### src/rtl/core/usb_bulk_to_ethernet_frame_assembler_defines.svh
// Assertion macros shared by the frame assembler files.
`ifndef USB_BULK_TO_ETHERNET_FRAME_ASSEMBLER_DEFINES_SVH
`define USB_BULK_TO_ETHERNET_FRAME_ASSEMBLER_DEFINES_SVH
`ifndef SYNTHESIS
// Check that post holds in the same cycle as pre.
`define USBETH_ASSERT_IMPLY(label, clk, rst, pre, post) \
   label: assert property (@(posedge clk) disable iff (rst) (pre) |-> (post)) \
      else $error("usbeth: same-cycle check failed");
// Check that post holds in the cycle after pre.
`define USBETH_ASSERT_NEXT(label, clk, rst, pre, post) \
   label: assert property (@(posedge clk) disable iff (rst) (pre) |=> (post)) \
      else $error("usbeth: next-cycle check failed");
`else
`define USBETH_ASSERT_IMPLY(label, clk, rst, pre, post)
`define USBETH_ASSERT_NEXT(label, clk, rst, pre, post)
`endif
`endif

### src/rtl/core/usbeth_pkg.sv
package usbeth_pkg;

   // Default sizing
   localparam int FRAME_BYTES_DEF = 2048;
   localparam int MIN_FRAME_DEF = 64;

   // Ethernet header layout
   localparam int HEADER_BYTES = 14;
   localparam int ETYPE_HI_POS = 12;
   localparam int ETYPE_LO_POS = 13;
   localparam logic [15:0] TYPE_IPV4 = 16'h0800;
   localparam logic [15:0] TYPE_ARP = 16'h0806;

   // Packet byte counter saturation and register reset
   localparam logic [10:0] PKT_SAT = 11'd2047;
   localparam logic [10:0] MPS_RESET = 11'd64;

   // Register index (word address bit)
   localparam logic REG_MAX_PACKET_SIZE = 1'b0;

   // Queue sizing
   localparam int CMD_DEPTH = 2;
   localparam int CMD_AW = 1;
   localparam int CMD_CW = 2;
   localparam int RSP_DEPTH = 4;
   localparam int RSP_AW = 2;
   localparam int RSP_CW = 3;

   // Input opcodes
   typedef enum logic [2:0] {
      OP_DATA     = 3'd0,
      OP_PKT_END  = 3'd1,
      OP_NAK      = 3'd2,
      OP_XFER_ERR = 3'd3,
      OP_READ     = 3'd4
   } opcode_type;

   // Classified commands handed from front to back
   typedef enum logic [2:0] {
      CMD_DATA      = 3'd0,
      CMD_PKT_END   = 3'd1,
      CMD_XFER_ERR  = 3'd2,
      CMD_LINK_DOWN = 3'd3,
      CMD_READ      = 3'd4
   } cmd_kind_type;

   typedef struct packed {
      cmd_kind_type kind;
      logic [7:0]   data;
   } cmd_type;

   // Result kinds
   typedef enum logic [1:0] {
      KIND_DATA    = 2'd0,
      KIND_READY   = 2'd1,
      KIND_DISCARD = 2'd2
   } result_kind_type;

   typedef struct packed {
      result_kind_type kind;
      logic [11:0]     length;
      logic [7:0]      data;
      logic            last;
   } result_type;

endpackage

### src/rtl/core/usbeth_front.sv
module usbeth_front (
   input  logic                clock,
   input  logic                reset,
   input  logic                push,
   output logic                full,
   input  logic [2:0]          opcode,
   input  logic [7:0]          data_byte,
   input  logic                link_up,
   output logic                cmd_valid,
   output usbeth_pkg::cmd_type cmd,
   input  logic                cmd_pop
);

   usbeth_pkg::cmd_type cls;
   logic keep;
   logic wr_en;

   usbeth_pkg::cmd_type             q_ff [usbeth_pkg::CMD_DEPTH];
   logic [usbeth_pkg::CMD_AW-1:0]   wr_ptr_ff, wr_ptr_in;
   logic [usbeth_pkg::CMD_AW-1:0]   rd_ptr_ff, rd_ptr_in;
   logic [usbeth_pkg::CMD_CW-1:0]   count_ff, count_in;

   // Classify the incoming word; drop words that change nothing
   always_comb begin
      keep = 1'b1;
      cls.data = data_byte;
      cls.kind = usbeth_pkg::CMD_DATA;
      if (opcode == usbeth_pkg::OP_READ) begin
         cls.kind = usbeth_pkg::CMD_READ;
      end else if (!link_up) begin
         cls.kind = usbeth_pkg::CMD_LINK_DOWN;
      end else begin
         unique case (usbeth_pkg::opcode_type'(opcode))
            usbeth_pkg::OP_DATA:     cls.kind = usbeth_pkg::CMD_DATA;
            usbeth_pkg::OP_PKT_END:  cls.kind = usbeth_pkg::CMD_PKT_END;
            usbeth_pkg::OP_XFER_ERR: cls.kind = usbeth_pkg::CMD_XFER_ERR;
            default:                 keep = 1'b0;
         endcase
      end
   end

   assign full = (count_ff == usbeth_pkg::CMD_CW'(usbeth_pkg::CMD_DEPTH));
   assign wr_en = push && !full && keep;
   assign cmd_valid = (count_ff != '0);
   assign cmd = q_ff[rd_ptr_ff];

   // Advance queue pointers
   always_comb begin
      wr_ptr_in = wr_ptr_ff;
      rd_ptr_in = rd_ptr_ff;
      count_in = count_ff;
      if (wr_en) begin
         wr_ptr_in = wr_ptr_ff + usbeth_pkg::CMD_AW'(1);
      end
      if (cmd_pop) begin
         rd_ptr_in = rd_ptr_ff + usbeth_pkg::CMD_AW'(1);
      end
      if (wr_en && !cmd_pop) begin
         count_in = count_ff + usbeth_pkg::CMD_CW'(1);
      end else if (!wr_en && cmd_pop) begin
         count_in = count_ff - usbeth_pkg::CMD_CW'(1);
      end
   end

   always_ff @(posedge clock) begin
      if (reset) begin
         wr_ptr_ff <= '0;
         rd_ptr_ff <= '0;
         count_ff <= '0;
      end else begin
         wr_ptr_ff <= wr_ptr_in;
         rd_ptr_ff <= rd_ptr_in;
         count_ff <= count_in;
      end
   end

   // Hold queue entries
   always_ff @(posedge clock) begin
      if (wr_en) begin
         q_ff[wr_ptr_ff] <= cls;
      end
   end

endmodule

### config.mk
export PLATFORM = sky130hd
export DESIGN_NAME = usbeth_front
export DESIGN_NICKNAME = d
export VERILOG_FILES = /design/src/rtl/core/usb_bulk_to_ethernet_frame_assembler_defines.svh /design/src/rtl/core/usbeth_pkg.sv /design/src/rtl/core/usbeth_front.sv
export SDC_FILE = /design/constraint.sdc
export NUM_CORES = 1
export LEC_CHECK = 0
export BUFFER_PORTS_ARGS = -buffer_cell sky130_fd_sc_hd__buf_2
export CAP_MARGIN = 20
export CORE_AREA = 3 3 51 53
export DETAILED_ROUTE_END_ITERATION = 7
export DIE_AREA = 0 0 54 56
export PLACE_DENSITY_LB_ADDON = 0.3
export SLEW_MARGIN = 20
export SYNTH_ARGS = -nofsm -noshare
export SYNTH_HDL_FRONTEND = slang
export SYNTH_SLANG_ARGS = --single-unit
### constraint.sdc
create_clock -name clock -period 1.8 [get_ports clock]
set_input_delay 0 -clock clock [delete_from_list [all_inputs] [get_ports clock]]
set_output_delay 0 -clock clock [all_outputs]
set_load 0.01 [all_outputs]
Word level (Yosys, flattened, before mapping)
Memories as Yosys holds them, arrays and structs flattened. A register that Yosys moved wholly into a read port is not among the register bits.
Cells that the tools add are included.
W data, S select, Z words.
- register bits: 4
- RAM bits: 22
- output and inout port bits: 13
- logic and storage cells: 35
- memories: 1
- memories (memory ; depth ; width ; rd ports ; clocked after memory_dff ; write ports ; RTL line ; source):
    q_ff ; 2 ; 11 ; 1 ; 1 ; 1 ; usbeth_front.sv:18 ; usbeth_pkg::cmd_type q_ff [usbeth_pkg::CMD_DEPTH];
- add/sub/neg operators: 4
- equality and inequality tests: 4
- muxes and demuxes: 12
- reductions and logical operators: 11
- operator list (kind ; count):
    $mux W1 ; 7
    $mux W2 ; 3
    $logic_and A1 B1 Y1 ; 4
    $pmux W2 S2 ; 1
    $reduce_bool A2 Y1 ; 2
    $eq A3 B1 Y1 const B ; 1
    $eq A3 B2 Y1 const B ; 1
    $eq A3 B3 Y1 const B ; 1
    $logic_not A1 Y1 ; 3
    $logic_not A3 Y1 ; 1
    $mux W3 ; 1
    $reduce_or A3 Y1 ; 1
    $add A1 B1 Y1 const B ; 2
    $add A2 B1 Y2 const B ; 1
    $eq A2 B2 Y1 const B ; 1
    $sub A2 B1 Y2 const B ; 1

Longest topological paths before layout
- word-level depth: 10
- depth in mapped cells: 6
- gate-level depth less buffers: 6

Worst setup path before layout
No wires, ideal clock.
- path type: reg2reg
- from: register count_ff[0] (netlist bit)
- to: memory q_ff[0][0] (netlist bit) (enable)
- setup time: 380 ps
- data arrival time: 1348 ps
- required time: 1420 ps
- path slack: 72 ps
- cell stages (with the launch flop): 4
- period minus slack after synthesis: 1728 ps
- cells stage by stage: dfxtp_1 nor2b_1 a211oi_4 nor2b_1
- cells in the longest elaborated chain, start to end: 6
- RTL lines (item ; RTL line ; source):
    start: declaration ; usbeth_front.sv:21 ; logic [usbeth_pkg::CMD_CW-1:0] count_ff, count_in;
    start signal: assignment ; usbeth_front.sv:73 ; count_ff <= count_in;
    $eq A2 B2 Y1 ; usbeth_front.sv:42 ; assign full = (count_ff == usbeth_pkg::CMD_CW'(usbeth_pkg::CMD_DEPTH));
    via full ; usbeth_front.sv:5 ; output logic full,
    $logic_not A1 Y1 ; usbeth_front.sv:43 ; assign wr_en = push && !full && keep;
    $logic_and A1 B1 Y1 (2 in series) ; usbeth_front.sv:43 ;
    $mux W1 ; usbeth_front.sv:79 ; if (wr_en) begin
    $mux W1 (not written as such) ; usbeth_front.sv:80 ; q_ff[wr_ptr_ff] <= cls;
    end: declaration ; usbeth_front.sv:18 ;
The timed path passes the listed nets, and every way through them passes these cells.

Worst setup path after layout
- from: register count_ff[1] (netlist bit)
- to: register count_ff[1] (netlist bit)
- cells in the longest elaborated chain, start to end: 7
- elaborated cells between the ends (all ways): 12
- classes of those cells: add/sub (2); eq/ne (1); mux (2); reduce/logical (7)
- RTL lines (item ; RTL line ; source):
    $eq A2 B2 Y1 ; usbeth_front.sv:42 ;
    $logic_not A1 Y1 ; usbeth_front.sv:43 ;
    $logic_and A1 B1 Y1 (2 in series) ; usbeth_front.sv:43 ;
    $logic_not A1 Y1 ; usbeth_front.sv:60 ; end else if (!wr_en && cmd_pop) begin
    $logic_and A1 B1 Y1 ; usbeth_front.sv:60 ;
    $reduce_bool A2 Y1 (no line) ; n/a ;
Parallel ways exist; a longest one is shown, timed or not. The select of a mux whose other input is x is not followed.
A chain may end at the register's enable or synchronous reset.

==> results <==
- Sorting the synthesized cells by how often they occur yields edfxtp_1, mux2_2, dfxtp_1.
- The floorplan step defined a die boundary enclosing 3020 sq um.
- The area of the mapped netlist is 1090 sq um.
- The number of global-route vias before repair is 689.
- Buffers inserted during clock tree synthesis total 3.
- The top fanout value on the critical path is 4.
- After detailed routing, the average wire length per cell comes to between 10 and 15 um.
- The number of enable-type register cells in the synthesized netlist is 22.
- The routed design could run at a clock period as short as 1690 ps.
- For the worst setup path, the data required time is 2060 ps.
- The number of antenna violations at the first check in global routing came to 0.
- The switching component of the power is 0.322 mW.
- The most used standard cell by instance count after synthesis is edfxtp_1.
- For this run, design rule violations remaining after detail routing come to 0.
- Wires add up to 1820 um.
- Clock tree synthesis found a total of 27 sinks.
- Dividing the detail-routed via count by the number of cells gives a little under 5.
- The post-synthesis cell type with the largest combined area is edfxtp_1.
- The first global-routing pass estimated 2860 um of wire.
- After clock tree synthesis, the clock-pin slew on the worst setup and hold paths is roughly 140 ps.
- In this run, the number of DRC markers left after iteration 0 of detailed routing was 11.
- The min-delay analysis places its worst path in the category in2reg.
- Of the cells placed in the final design, the portion with a size suffix greater than 1 is between 40% and 50%.
- The overall die width is 54 um.
- In this run, the combinational gates consume between 20% and 30% of the power.
- The detailed router placed 669 vias in this run.
- The number of setup violations in the final report is 0.
- The vertical die dimension is ~56 um.
- The proportion of total power due to net switching is 24.8%.
- Buffers placed on the I/O ports in this run total 28.
- In this run the number of H-tree levels came out at 1.
- The longest clock path from root to sink contains 2 buffers.
- The floorplan has 17 rows.
- The standard cell area after detailed placement is 1280 sq um.
- Clock skew on the completed layout was measured at 8.14 ps.
- The worst path uses 94.1% of the clock period.
- The final number of hold-violating endpoints is 0.
- Headroom to the max-slew limit came out at between 60% and 70%.
- The kind of start point of the critical path is a flip-flop.
- The area of the core is 2190 sq um.
- The detailed placement HPWL is 1290 um.
- The worst setup slack before clock tree synthesis is 110 ps.
- Entering global routing, the biggest net connects 15 pins.
- The worst supply voltage drop on vdd is about 480 uV.
- Data on the critical path arrives at its endpoint at 1960 ps.
- The number of distinct library cell variants in the gate-level netlist after synthesis is 22.
- The latest clock arrival within the worst-skew pair is 310 ps.
- The most instantiated flip-flop cell in the synthesis netlist is edfxtp_1.
- Summed over all failing endpoints, the final setup total negative slack is 0 ps.
- The flow ran to the end, and the final reports show no timing, DRC or antenna violations.
- TritonCTS built the clock tree.
- The sequential element share of the synthesized area is between 60% and 70%.
- The worst setup path is captured at a flip-flop.
- The share of the synthesized area in the top cell type is approximately three fifths.
- The mean cell area of the mapped netlist is 16.5 sq um.
- Once the floorplan was initialized, standard cells occupied a little under 50% of the core.
- The count of mapped cells out of synthesis is 66.
- The number of maximum-capacitance violations is 0.
- The worst setup path is of the reg2reg kind.
- The power density of the placed cells is between 900 and 1000 nW/um^2.
- After routing the design area is 1410 sq um.
- The transition time at the pin with the least slew margin is 481 ps.
- The final antenna diode count is 0.
- During synthesis, Yosys emitted a total of 0 warnings.
- The fmax is around 0.59 GHz.
- Global routing finished with a remaining overflow of 0.
- The leakage power total is 0.567 nW.
- The number of primary I/O pins is 29.
- The sequential cell fraction of total power is between 50% and 60%.
- The root buffer cell is clkbuf_4.
- The area growth from synthesis to final layout is 29.4%.
- Before antenna repair, the detailed router went through 4 iterations.
- Setup repair after global routing left no endpoint under its margin.
- The net count of the finished layout is around 130.
- The share of total power dissipated in the clock network is about a fifth.
- For this run, the total global-route usage over all layers was measured as 13.4%.
- The share of flip-flops with an asynchronous set or reset after synthesis is 0%.
- Once detail routing completed, the nets flagged for antenna violations numbered 0.
- In this run, synthesis produced a sequential element count of 27.
- The number of max-slew violations in the final report is 0.
- The number of nets in the synthesized netlist is 83.
- After layout, the worst setup slack is 106 ps.
- Yosys attributes the largest share of cell area to edfxtp_1, mux2_2, dfxtp_1.
- The internal power is 0.979 mW.
- The placer congestion estimate is 0.616.
[layer usage]
| metal | GRT usage, % | wire length (um) | share of wire (%) | vias to the layer above |
|---|---|---|---|---|
| li1 | - | - | - | 333 |
| met1 | 14.2 | 748 | 41 | 315 |
| met2 | 24.0 | 952 | 52 | 19 |
| met3 | 2.41 | 107 | 5.9 | 2 |
| met4 | 6.41 | 13 | 0.71 | 0 |
| met5 | 0 | 0 | 0 | - |
[final timing paths]
kind / end / from / slack [ps] / cells after the start
max: count_ff[1]$_SDFFE_PP0P_ / count_ff[1]$_SDFFE_PP0P_ / 110 / 5
min reg2reg: count_ff[1]$_SDFFE_PP0P_ / count_ff[1]$_SDFFE_PP0P_ / 510 / 2
max reg2reg: count_ff[1]$_SDFFE_PP0P_ / count_ff[1]$_SDFFE_PP0P_ / 110 / 5
min: q_ff[0][10]$_DFFE_PP_ / opcode[1] / 30 / 2
[through the flow]
| stage | util [%] | cells | hold WS (ps) | power [mW] |
|---|---|---|---|---|
| after CTS | 64.3 | 138 | 20.0 | 1.32 |
| after detailed placement | 58.5 | 124 | 194 | 1.05 |
| after global routing | 64.4 | 138 | 30.8 | 1.37 |
| after floorplan | - | 66 | 69.1 | 0.943 |
| after global placement | 58.5 | 124 | 189 | 1.04 |
| final | 64.4 | 138 | 34.0 | 1.30 |
[layout make-up]
class                           count  area (sq um)
Inverter                            2          7.51
Tap cell                           28          35.0
Clock buffer                        4          26.3
Fill cell                         171           781
Multi-Input combinational cell     36           317
Sequential cell                    27           762
Timing Repair Buffer               41           263
[state kept, by name, indices dropped and copies added, names as in the netlist, named ones only]
signal	cells
rd_ptr_ff	1
count_ff	2
wr_ptr_ff	1
q_ff	22
[cells in the final DEF, fill, tap and decap left out, types with 2 or more instances in the layout]
master         netlist  routed
mux2_2              11      11
nor2_1               4       4
inv_1                2       2
buf_4                0       3
edfxtp_1            22      22
nor2b_1              3       3
mux2_4               2       2
buf_2                1      28
xor2_1               2       2
dfxtp_1              5       4
dlygate4sd3_1        0      10
a22oi_1              2       2
clkbuf_4             0       3
[power by group through the flow]
stage	clock network, mW	registers, mW	logic, mW
2_1_floorplan	0	0.776	0.166
5_1_grt	0.290	0.784	0.300
3_5_place_dp	0	0.792	0.259
4_1_cts	0.260	0.778	0.277
6_report	0.251	0.777	0.274
3_3_place_gp	0	0.787	0.252
[timing repair]
| item | 4_1_cts | 5_1_grt |
|---|---|---|
| setup buffers | 0 | 0 |
| gates resized for setup | 0 | 1 |
| hold endpoints to repair | 20 | 0 |
| endpoints found under the setup margin | 0 | 1 |
| hold buffers | 10 | 0 |
[cell families (layout without fill, tap and decap cells)]
| family | count (synthesis) | count (layout) | share of synthesized area [%] |
|---|---|---|---|
| multiplexers | 13 | 13 | 14.1 |
| AND/OR/NAND/NOR | 13 | 13 | 6.55 |
| XOR/XNOR | 3 | 3 | 2.41 |
| buffers and inverters | 3 | 47 | 1.15 |
| flip-flops | 27 | 27 | 69.8 |
| adder cells (fa/ha/maj) | 1 | 1 | 1.15 |
| AO/OA/AOI/OAI | 6 | 6 | 4.82 |
[critical path, cell delays in order (launching register included)]
cell and delay, ps:
dfxtp_1 350, nor2b_1 170, a211oi_4 290, ha_1 320
or3_1 380, a21oi_1 140
Note: power is estimated with default switching activity, not from simulation.
