<file path="config.mk">
export PLATFORM = sky130hd
export DESIGN_NAME = usbeth_rsp_queue
export DESIGN_NICKNAME = d
export VERILOG_FILES = /design/src/rtl/core/usbeth_pkg.sv /design/src/rtl/core/usbeth_rsp_queue.sv
export VERILOG_INCLUDE_DIRS = /design/src /design/src/rtl/core
export SDC_FILE = /design/constraint.sdc
export NUM_CORES = 1
export LEC_CHECK = 0
export BUFFER_PORTS_ARGS = -buffer_cell sky130_fd_sc_hd__buf_4
export CAP_MARGIN = 20
export CORE_ASPECT_RATIO = 0.9
export CORE_MARGIN = 2
export CORE_UTILIZATION = 29
export DETAILED_ROUTE_END_ITERATION = 16
export HOLD_SLACK_MARGIN = 0.1
export PLACE_DENSITY_LB_ADDON = 0.08
export SYNTH_ARGS = -nofsm -noshare
export SYNTH_HDL_FRONTEND = slang
export SYNTH_SLANG_ARGS = --single-unit
</file>
<file path="constraint.sdc">
create_clock -name clock -period 2.93 [get_ports clock]
set_input_delay 0.1465 -clock clock [delete_from_list [all_inputs] [get_ports clock]]
set_output_delay 0.1465 -clock clock [all_outputs]
set_load 0.05 [all_outputs]
</file>
<file path="src/rtl/core/usb_bulk_to_ethernet_frame_assembler_defines.svh">
// Assertion macros shared by the frame assembler files.
`ifndef USB_BULK_TO_ETHERNET_FRAME_ASSEMBLER_DEFINES_SVH
`define USB_BULK_TO_ETHERNET_FRAME_ASSEMBLER_DEFINES_SVH
`ifndef SYNTHESIS
// Check that post holds in the same cycle as pre.
`define USBETH_ASSERT_IMPLY(label, clk, rst, pre, post) \
   label: assert property (@(posedge clk) disable iff (rst) (pre) |-> (post)) \
      else $error("usbeth: same-cycle check failed");
// Check that post holds in the cycle after pre.
`define USBETH_ASSERT_NEXT(label, clk, rst, pre, post) \
   label: assert property (@(posedge clk) disable iff (rst) (pre) |=> (post)) \
      else $error("usbeth: next-cycle check failed");
`else
`define USBETH_ASSERT_IMPLY(label, clk, rst, pre, post)
`define USBETH_ASSERT_NEXT(label, clk, rst, pre, post)
`endif
`endif

</file>
<file path="src/rtl/core/usbeth_pkg.sv">
package usbeth_pkg;

   // Default sizing
   localparam int FRAME_BYTES_DEF = 2048;
   localparam int MIN_FRAME_DEF = 64;

   // Ethernet header layout
   localparam int HEADER_BYTES = 14;
   localparam int ETYPE_HI_POS = 12;
   localparam int ETYPE_LO_POS = 13;
   localparam logic [15:0] TYPE_IPV4 = 16'h0800;
   localparam logic [15:0] TYPE_ARP = 16'h0806;

   // Packet byte counter saturation and register reset
   localparam logic [10:0] PKT_SAT = 11'd2047;
   localparam logic [10:0] MPS_RESET = 11'd64;

   // Register index (word address bit)
   localparam logic REG_MAX_PACKET_SIZE = 1'b0;

   // Queue sizing
   localparam int CMD_DEPTH = 2;
   localparam int CMD_AW = 1;
   localparam int CMD_CW = 2;
   localparam int RSP_DEPTH = 4;
   localparam int RSP_AW = 2;
   localparam int RSP_CW = 3;

   // Input opcodes
   typedef enum logic [2:0] {
      OP_DATA     = 3'd0,
      OP_PKT_END  = 3'd1,
      OP_NAK      = 3'd2,
      OP_XFER_ERR = 3'd3,
      OP_READ     = 3'd4
   } opcode_type;

   // Classified commands handed from front to back
   typedef enum logic [2:0] {
      CMD_DATA      = 3'd0,
      CMD_PKT_END   = 3'd1,
      CMD_XFER_ERR  = 3'd2,
      CMD_LINK_DOWN = 3'd3,
      CMD_READ      = 3'd4
   } cmd_kind_type;

   typedef struct packed {
      cmd_kind_type kind;
      logic [7:0]   data;
   } cmd_type;

   // Result kinds
   typedef enum logic [1:0] {
      KIND_DATA    = 2'd0,
      KIND_READY   = 2'd1,
      KIND_DISCARD = 2'd2
   } result_kind_type;

   typedef struct packed {
      result_kind_type kind;
      logic [11:0]     length;
      logic [7:0]      data;
      logic            last;
   } result_type;

endpackage

</file>
<file path="src/rtl/core/usbeth_rsp_queue.sv">
`include "usb_bulk_to_ethernet_frame_assembler_defines.svh"

module usbeth_rsp_queue (
   input  logic                          clock,
   input  logic                          reset,
   input  logic                          res_valid,
   input  usbeth_pkg::result_type        res,
   input  logic                          pop,
   output logic                          empty,
   output usbeth_pkg::result_type        head,
   output logic [usbeth_pkg::RSP_CW-1:0] count
);

   usbeth_pkg::result_type          q_ff [usbeth_pkg::RSP_DEPTH];
   logic [usbeth_pkg::RSP_AW-1:0]   wr_ptr_ff, wr_ptr_in;
   logic [usbeth_pkg::RSP_AW-1:0]   rd_ptr_ff, rd_ptr_in;
   logic [usbeth_pkg::RSP_CW-1:0]   count_ff, count_in;
   logic                            rd_en;

   assign empty = (count_ff == '0);
   assign rd_en = pop && !empty;
   assign head = q_ff[rd_ptr_ff];
   assign count = count_ff;

   // Advance pointers and fill count
   always_comb begin
      wr_ptr_in = wr_ptr_ff;
      rd_ptr_in = rd_ptr_ff;
      count_in = count_ff;
      if (res_valid) begin
         wr_ptr_in = wr_ptr_ff + usbeth_pkg::RSP_AW'(1);
      end
      if (rd_en) begin
         rd_ptr_in = rd_ptr_ff + usbeth_pkg::RSP_AW'(1);
      end
      if (res_valid && !rd_en) begin
         count_in = count_ff + usbeth_pkg::RSP_CW'(1);
      end else if (!res_valid && rd_en) begin
         count_in = count_ff - usbeth_pkg::RSP_CW'(1);
      end
   end

   always_ff @(posedge clock) begin
      if (reset) begin
         wr_ptr_ff <= '0;
         rd_ptr_ff <= '0;
         count_ff <= '0;
      end else begin
         wr_ptr_ff <= wr_ptr_in;
         rd_ptr_ff <= rd_ptr_in;
         count_ff <= count_in;
      end
   end

   // Hold result words
   always_ff @(posedge clock) begin
      if (res_valid) begin
         q_ff[wr_ptr_ff] <= res;
      end
   end

   `USBETH_ASSERT_IMPLY(a_no_overflow, clock, reset, res_valid && !rd_en, count_ff != usbeth_pkg::RSP_CW'(usbeth_pkg::RSP_DEPTH))

endmodule

</file>
After elaboration in Yosys (flattened, before gate mapping):

Memories as Yosys holds them, arrays and structs flattened. A register that Yosys moved wholly into a read port is not among the register bits.
Index checks and enable logic that the tools add are counted.
Widths: inputs -> output; s select.

* mux-type cells: 6
* add/sub/neg operators: 4
* reduce and logical (&&, ||, !) cells: 8

Operators with widths (count)
* $mux 3: 2
* $add 2x1->2 const B: 2
* $mux 2: 2
* $add 3x1->3 const B: 1
* $logic_and 1x1->1: 3
* $logic_not 1->1: 3
* $logic_not 3->1: 1
* $sub 3x1->3 const B: 1
* $mux 1: 2
* $reduce_bool 2->1: 1

* register bits: 7
* memories: 1
* bits in writable memories: 92
* output and inout port bits: 27
* word-level logic and storage cells: 22

Memory list
* q_ff: depth 4, width 23, rd ports 1, clocked after Yosys merged registers in 1, write ports 1, RTL line usbeth_rsp_queue.sv:14 `usbeth_pkg::result_type q_ff [usbeth_pkg::RSP_DEPTH];`

Depth between registers and ports, before layout:

Gate-level depths: netlist of run 1.

* depth in word-level cells: 6
* gate-level depth with buffers: 7

Least setup slack after synthesis of run 1:

No wires, ideal clock.

* path type: reg-to-reg
* start: register count_ff, in the netlist count[0]
* end: register count_ff, in the netlist count[2]
* stages on the path, launching flop included: 8
* clock period less this slack: 2206 ps
* setup slack: 724 ps
* data arrival time: 2136 ps
* cells stage by stage: dfxtp_1 o31ai_1 ha_1 inv_1 fa_1 xor2_1 or3_1 a21oi_1

* longest elaborated chain between the ends: 6

Ends and longest elaborated chain
* start, declared: RTL line usbeth_rsp_queue.sv:17 `logic [usbeth_pkg::RSP_CW-1:0] count_ff, count_in;`
* start signal, assigned: RTL line usbeth_rsp_queue.sv:51 `count_ff <= count_in;`
* branches (longest 6 deep; another with $sub 3x1->3)

Several ways; the timed one is not identified. The select of a mux whose other input is x is not followed.
A chain may end at the register's enable or synchronous reset.

==> results of run 1 <==
-- cells in the mapped netlist, drive strengths merged --
cell    number
edfxtp      92
fa           1
o31ai        1
dfxtp        9
xor2         4
buf          5
o311ai       1
ha           5
mux2i        2
nor3         1
or3          1
clkbuf       1
mux4        23
nor2         7
o21ai        1
a21oi        1
inv          3
xnor2        1
and2         4
-- cells in the final DEF, fill, tap and decap left out, drive strengths merged, types with 4 or more instances in the layout --
cell type	instances
dlygate4sd3	24
ha	5
and2	4
xor2	4
clkbuf	9
edfxtp	92
buf	62
inv	7
nor2	7
dfxtp	9
mux4	23
-- layout make-up --
cell class / count / area (sq um)
Tap cell: 164 / 205.2
Sequential cell: 101 / 2944
Timing Repair Buffer: 86 / 705.7
Clock inverter: 7 / 63.81
Clock buffer: 9 / 225.2
Multi-Input combinational cell: 53 / 764.5
Inverter: 3 / 11.26
Fill cell: 1169 / 7816
-- per-stage QoR --
stage | worst slack (ns) | std cells
global route | 0.5209 | 423
detailed placement | 0.8465 | 383
global placement | 0.8897 | 383
floorplan | 0.7236 | 163
finish | 0.6764 | 423
CTS | 0.6038 | 423
-- cells by family (layout without fill, tap and decap cells) --
logic type      after synthesis  after routing
flops                       101            101
buf+inv                       9            105
xor+xnor                      5              5
mux                          25             25
simple gates                 13             13
fa+ha+maj                     6              6
compound gates                4              4
-- worst max-delay path by stage --
| stage | from | to | slack [ns] | cells past startpoint |
|---|---|---|---|---|
| finish | flop | head[1] | 0.68 | 3 |
| global route | flop | head[1] | 0.52 | 3 |
| floorplan | count[0] | count[2] | 0.72 | 7 |
| global placement | count[0] | count[2] | 0.89 | 7 |
| CTS | flop | head[7] | 0.60 | 3 |
| detailed placement | count[0] | count[2] | 0.85 | 7 |
-- per-layer routing --
layer | vias up | GRT usage (%) | routed length, um
li1 | 850 | - | -
met1 | 946 | 13.85 | 3214
met2 | 44 | 17.49 | 3585
met3 | 7 | 4.385 | 292
met4 | 0 | 3.371 | 73
met5 | - | 0 | 0
-- flip-flops by register name, indices dropped and copies added, names as in the netlist, named ones only --
name / flops
count: 3
q_ff: 92
rd_ptr_ff: 2
wr_ptr_ff: 2
-- tightest hold or removal path: stages --
cell and delay, ns:
buf_4 0.13, xnor2_1 0.07, nor2_1 0.07
-- power breakdown --
part	total (mW)	internal [mW]	leakage, nW	switching (mW)
Sequential	1.76	1.67	0.919	0.0894
Combinational	1.36	0.517	0.655	0.845
Clock	1.14	0.596	0.143	0.541
==> qor.yml, run 1 <==
outcome:
  status: "finished clean"
power_and_ir_drop:
  power_density_nw_per_um2: 865.9
  vdd_drop_max_uv: 483.7
  p_leak_nw: 1.718
  total_power_mw: 4.260
placed_design:
  place_hpwl_mm: 4.478
  place_area_sq_um: 4390
  globalplace.congestion: 0.6999
  port_buffers: 53
synthesis:
  synth_top_family_by_area: "multiplexers"
  synth_top_area_cell: "edfxtp_1"
  synth_fa_ha_area_share_pct: 2.183
  syn_area_per_cell_sq_um: 23.21
  synth-compound-area-share_pct: 0.6944
  synth_cell_types: 22
  synth_area_leaders: "edfxtp_1 (73%), mux4_2 (12%), dfxtp_1 (4.8%), mux4_1 (2.1%), ha_1 (1.7%)"
  synth-seq-cells: 101
  netlist_instances: 163
  synth-simple-area-share_pct: 1.653
  synth_xor_xnor_area_share_pct: 1.157
  synth_fp_nets: 196
  synthesis.area_sq_um: 3784
  yosysWarnings: 0
  synth_top_area_share_pct: 73.02
  muxShareOfSynthArea_pct: 14.52
  yosysSeqAreaShare_pct: 77.78
clock_tree:
  insertion_delay_ns: 0.35
  root_buffer: "clkbuf_16"
  cts_tree: "built"
  clk_pin_slew_ns: 0.08
  numCtsBuffers: 9
  post_cts_buffers: 0
  holdBufCountCts: 24
  cts_buffer_depth: 2
  ctsResizeCount: 0
  cts.htree.levels: 3
  cts_num_sinks: 101
floorplanning:
  die_h_um: 112.4
  ioPinCount: 54
  core_area_sq_um: 12740
  die_w_um: 124.4
  fp.dieArea_sq_um: 13980
  start_util_pct: 29.71
  fp-row-count: 39
setup_path:
  crit_arrival_ns: 2.11
  slowest_stage: "dfxtp_2"
  cp-end-kind: "output port"
  crit_buf_inv: 2
  cp_common_cell: "buf_4"
  worstPathRequired_ns: 2.78
  r2r-start: "count[1]"
  critPathMaxStageDelay_ns: 0.60
  crit_chain: "buf_4 > mux4_2 > buf_4"
  start_kind: "flop"
  critical_path.max_fanout: 13
  r2r_end: "count[2]"
  rrSetupSlack_ns: 0.85
  worstSetupPathType: "reg -> out"
  rr_worst_depth: 7
  critical-path-top-delay-family: "flip-flops"
worst_hold_path:
  whs_endpoint: "wr_ptr_ff[0]"
  hold_depth: 3
  hold_class: "in -> reg"
  min_from: "res_valid"
final_layout:
  antennaDiodeCount: 0
  fin_nets: 287
  drive_gt1_share_pct: 38.22
  area_delta_synth_final_pct: 30.03
  post-route-util_pct: 38.63
  stdcell_area_sq_um: 4920
sta:
  skew_ns: 0.01375
  rsz0062_at_grt: "false"
  setup_tns_ns: 0
  fin_crit_ns: 2.254
  tightest_slew_ns: 0.7145
  report.final.slew_viol_count: 0
  finalHoldViolCount: 0
  setup_viol: 0
  holdWs_ns: 0.1271
  relSlewSlack_pct: 52.37
  fin_crit_sh_pct: 76.91
  max_freq_ghz: 0.4437
flow_run:
  drv_cap: 0
drt:
  post-route-drc-count: 0
  vias_per_cell: 4.366
  drt_iter0_drc: 160
  dr.pass1.iters: 4
  drtAntennaViolNets: 0
  wire_per_inst_um: 16.94
  wl_mm: 7.165
  vias: 1847
global_routing:
  grt_max_degree: 24
  grt_pass1_vias: 1984
  antenna_found_initial: 0
  grt_pass1_wl_mm: 11.31
  grt_use_total_pct: 10.96
  overflow: 0
(Power assumes the default switching activity.)
==> inputs of run 2 (changes only) <==
Settings changed: ABC_AREA set to 1.
Clock period 2.93 ns to 2.35 ns, I/O delays scaled along.
==> run 2 against run 1 <==
Clock power grew 34%. Via count rose by 33%. Global-route usage rose by 1.3 points. Die area grew 11%. Register-to-register slack worse by 0.25 ns. Sequential cell count unchanged. Synthesized cell count grew 75%. Highest routed layer unchanged.
==> qor.yml, run 2 <==
global_routing:
  grt_use_total_pct: 12.27  # was 10.96%
  grt_max_degree: 47  # was 24
  grt_use_met3_pct: 3.667  # was 4.385%
  grt_pass1_vias: 2495  # was 1984
  grt_busiest_layer: "met2"  # unchanged
  grt_pass1_wl_mm: 13.74  # was 11.31 mm
  antenna_found_initial: 0  # unchanged
  grtUsageMet2_pct: 19.21  # was 17.49%
  overflow: 0  # unchanged
  grtUsageMet1_pct: 15.92  # was 13.85%
synthesis:
  synth_edf_count: 92  # unchanged
  synth_cell_types: 25  # was 22
  syn_area_per_cell_sq_um: 14.74  # was 23.21 sq um
  netlist_instances: 285  # was 163
  yosysMostFrequentCell: "edfxtp_1"  # unchanged
  synthArstFlopShare_pct: 0  # unchanged
  ys.flop_type: "edfxtp_1"  # unchanged
  yosysSeqAreaShare_pct: 70.04  # was 77.78%
  synth_fp_nets: 318  # was 196
  synth-seq-cells: 101  # unchanged
  synth_top_area_cell: "edfxtp_1"  # unchanged
  yosysWarnings: 0  # unchanged
  synth_area_leaders: "edfxtp_1 (66%), o22ai_2 (4.8%), dfxtp_1 (4.3%), o21ai_0 (3.8%), o21ai_2 (3.5%)"  # was edfxtp_1 (73%), mux4_2 (12%), dfxtp_1 (4.8%), mux4_1 (2.1%), ha_1 (1.7%)
  synth_top_area_share_pct: 65.75  # was 73.02%
  synthesis.area_sq_um: 4202  # was 3784 sq um
  synthTopCellsByCount: "edfxtp_1 (92), o21ai_0 (32), nor2_1 (29)"  # was edfxtp_1 (92), mux4_2 (20), dfxtp_1 (9)
clock_tree:
  root_buffer: "clkbuf_16"  # unchanged
  cts.htree.levels: 3  # unchanged
  numCtsBuffers: 9  # unchanged
  cts_num_sinks: 101  # unchanged
  post_cts_buffers: 0  # unchanged
  cts_buffer_depth: 2  # unchanged
  clk_pin_slew_ns: 0.06  # was 0.08 ns
  cts_tree: "built"  # unchanged
  insertion_delay_ns: 0.35  # about the same
power_and_ir_drop:
  power_density_nw_per_um2: 1074  # was 865.9 nW/um^2
  p_leak_nw: 1.942  # was 1.718 nW
  total_power_mw: 5.750  # was 4.260 mW
  vdd_drop_max_uv: 593.3  # was 483.7 uV
floorplanning:
  die_w_um: 130.9  # was 124.4 um
  fp-row-count: 41  # was 39
  ioPinCount: 54  # unchanged
  fp.dieArea_sq_um: 15470  # was 13980 sq um
  start_util_pct: 29.78  # was 29.71%
  die_h_um: 118.2  # was 112.4 um
  core_area_sq_um: 14110  # was 12740 sq um
outcome:
  status: "finished clean"  # unchanged
setup_path:
  r2r-start: "count[1]"  # unchanged
  rrSetupSlack_ns: 0.60  # was 0.85 ns
  critical_path.max_fanout: 23  # was 13
  r2r_end: "count[2]"  # unchanged
  worstPathRequired_ns: 2.23  # was 2.78 ns
  worstSetupPathType: "reg -> out"  # unchanged
  rr_worst_depth: 12  # was 7
  slowest_stage: "inv_2"  # was dfxtp_2
  start_kind: "flop"  # unchanged
  critPathMaxStageDelay_ns: 0.49  # was 0.60 ns
  cp-end-kind: "output port"  # unchanged
  crit_arrival_ns: 1.82  # was 2.11 ns
  crit_chain: "inv_2 > o21ai_0 > o22ai_2 > buf_4"  # was buf_4 > mux4_2 > buf_4
worst_hold_path:
  whs_endpoint: "rd_ptr_ff[0]"  # was wr_ptr_ff[0]
  min_from: "reset"  # was res_valid
  hold_depth: 3  # unchanged
  hold_class: "in -> reg"  # unchanged
sta:
  skew_ns: 0.004732  # was 0.01375 ns
  setup_ws_ns: 0.4145  # was 0.6764 ns
  max_freq_ghz: 0.5167
  report.final.slew_viol_count: 0  # unchanged
  setup_viol: 0  # unchanged
  setup_tns_ns: 0  # unchanged
  relSlewSlack_pct: 55.50  # was 52.37%
  rsz0062_at_grt: "false"  # unchanged
  fin_crit_sh_pct: 82.36
  tightest_slew_ns: 0.6665  # was 0.7145 ns
  fin_crit_ns: 1.936
  finalHoldViolCount: 0  # unchanged
final_layout:
  fin_nets: 407  # was 287
  largest_reg_flops: 92  # unchanged
  final_common_cell: "edfxtp_1"  # unchanged
  stdcell_area_sq_um: 5354  # was 4920 sq um
  post-route-util_pct: 37.95  # was 38.63%
  final_cell_mix: "edfxtp_1 (92), buf_4 (63), o21ai_0 (32)"  # was edfxtp_1 (92), buf_4 (62), dlygate4sd3_1 (24)
  regMostFlops: "q_ff"  # unchanged
  antennaDiodeCount: 0  # unchanged
  area_delta_synth_final_pct: 27.43  # was 30.03%
  drive_gt1_share_pct: 36.15  # was 38.22%
drt:
  drt_iter0_drc: 233  # was 160
  dr.pass1.iters: 4  # unchanged
  wl_mm: 8.737  # was 7.165 mm
  drtAntennaViolNets: 0  # unchanged
  wire_per_inst_um: 15.27  # was 16.94 um
  post-route-drc-count: 0  # unchanged
  vias: 2454  # was 1847
  vias_per_cell: 4.290  # was 4.366
flow_run:
  drv_cap: 0  # unchanged
placed_design:
  place_area_sq_um: 4778  # was 4390 sq um
  port_buffers: 53  # unchanged
  place_hpwl_mm: 5.267  # was 4.478 mm
  globalplace.congestion: 0.7375  # was 0.6999
  place_ws_ns: 0.6182  # was 0.8465 ns
## run 2: changes by cell type in the layout (fill, tap and decap cells not counted), sizes merged, moves of 3 or more
cell	change
xor2	-3
inv	+10
nor2	+45
nand3	+3
and2	-4
a21oi	+4
dlygate4sd3	+3
nand2	+15
mux4	-23
o22ai	+23
o21ai	+48
## run 2: power by group
part	switching, mW	internal [mW]	total, mW
sequential	0.0882	2.08	2.17
clock	0.612	0.916	1.53
combinational	1.42	0.637	2.06
## run 2: routing by layer
layer / share of wire, % / vias up
li1: - / 1213
met1: 46 / 1184
met2: 48 / 46
met3: 4.0 / 11
met4: 1.7 / 0
met5: 0 / -
## run 2: worst max-delay path by stage
stage          slack (ns)        to
3_3_place_gp         0.67  count[2]
6_report             0.41  head[13]
3_5_place_dp         0.62  count[1]
4_1_cts              0.37  head[13]
2_1_floorplan        0.41  count[1]
5_1_grt              0.30   head[6]
## run 2: worst max-delay path: cells and delay by family (launching register included)
| family | cells | cell delay (ns) |
|---|---|---|
| flip-flops | 1 | 0.32 |
| AO/OA/AOI/OAI | 2 | 0.42 |
| buffers and inverters | 2 | 0.73 |
## run 2: logic make-up after synthesis
logic type	Yosys count	share of synthesized area (%)
compound gates	77	13.76
flops	101	70.04
xor+xnor	1	0.2085
fa+ha+maj	6	1.965
simple gates	70	8.427
buf+inv	30	5.599
## run 2: per-stage QoR
step,cells,hold slack [ns]
after global placement,529,0.3220
after floorplan,285,0.1866
after detailed placement,529,0.3183
after CTS,572,0.4899
after global routing,572,0.5161
final,572,0.5042
## run 2: timing repair
| item | CTS | global route |
|---|---|---|
| endpoints found under the hold margin | 99 | 0 |
| gates resized for setup | 0 | 0 |
| setup endpoints to repair | 0 | 0 |
| hold buffers | 27 | 0 |
## run 2: cell type report
| cell class | count | area (sq um) |
|---|---|---|
| Clock buffer | 9 | 225.2 |
| Sequential cell | 101 | 2944 |
| Clock inverter | 7 | 80.08 |
| Inverter | 17 | 76.32 |
| Fill cell | 1368 | 8753 |
| Timing Repair Buffer | 91 | 763.2 |
| Tap cell | 193 | 241.5 |
| Multi-Input combinational cell | 154 | 1023 |
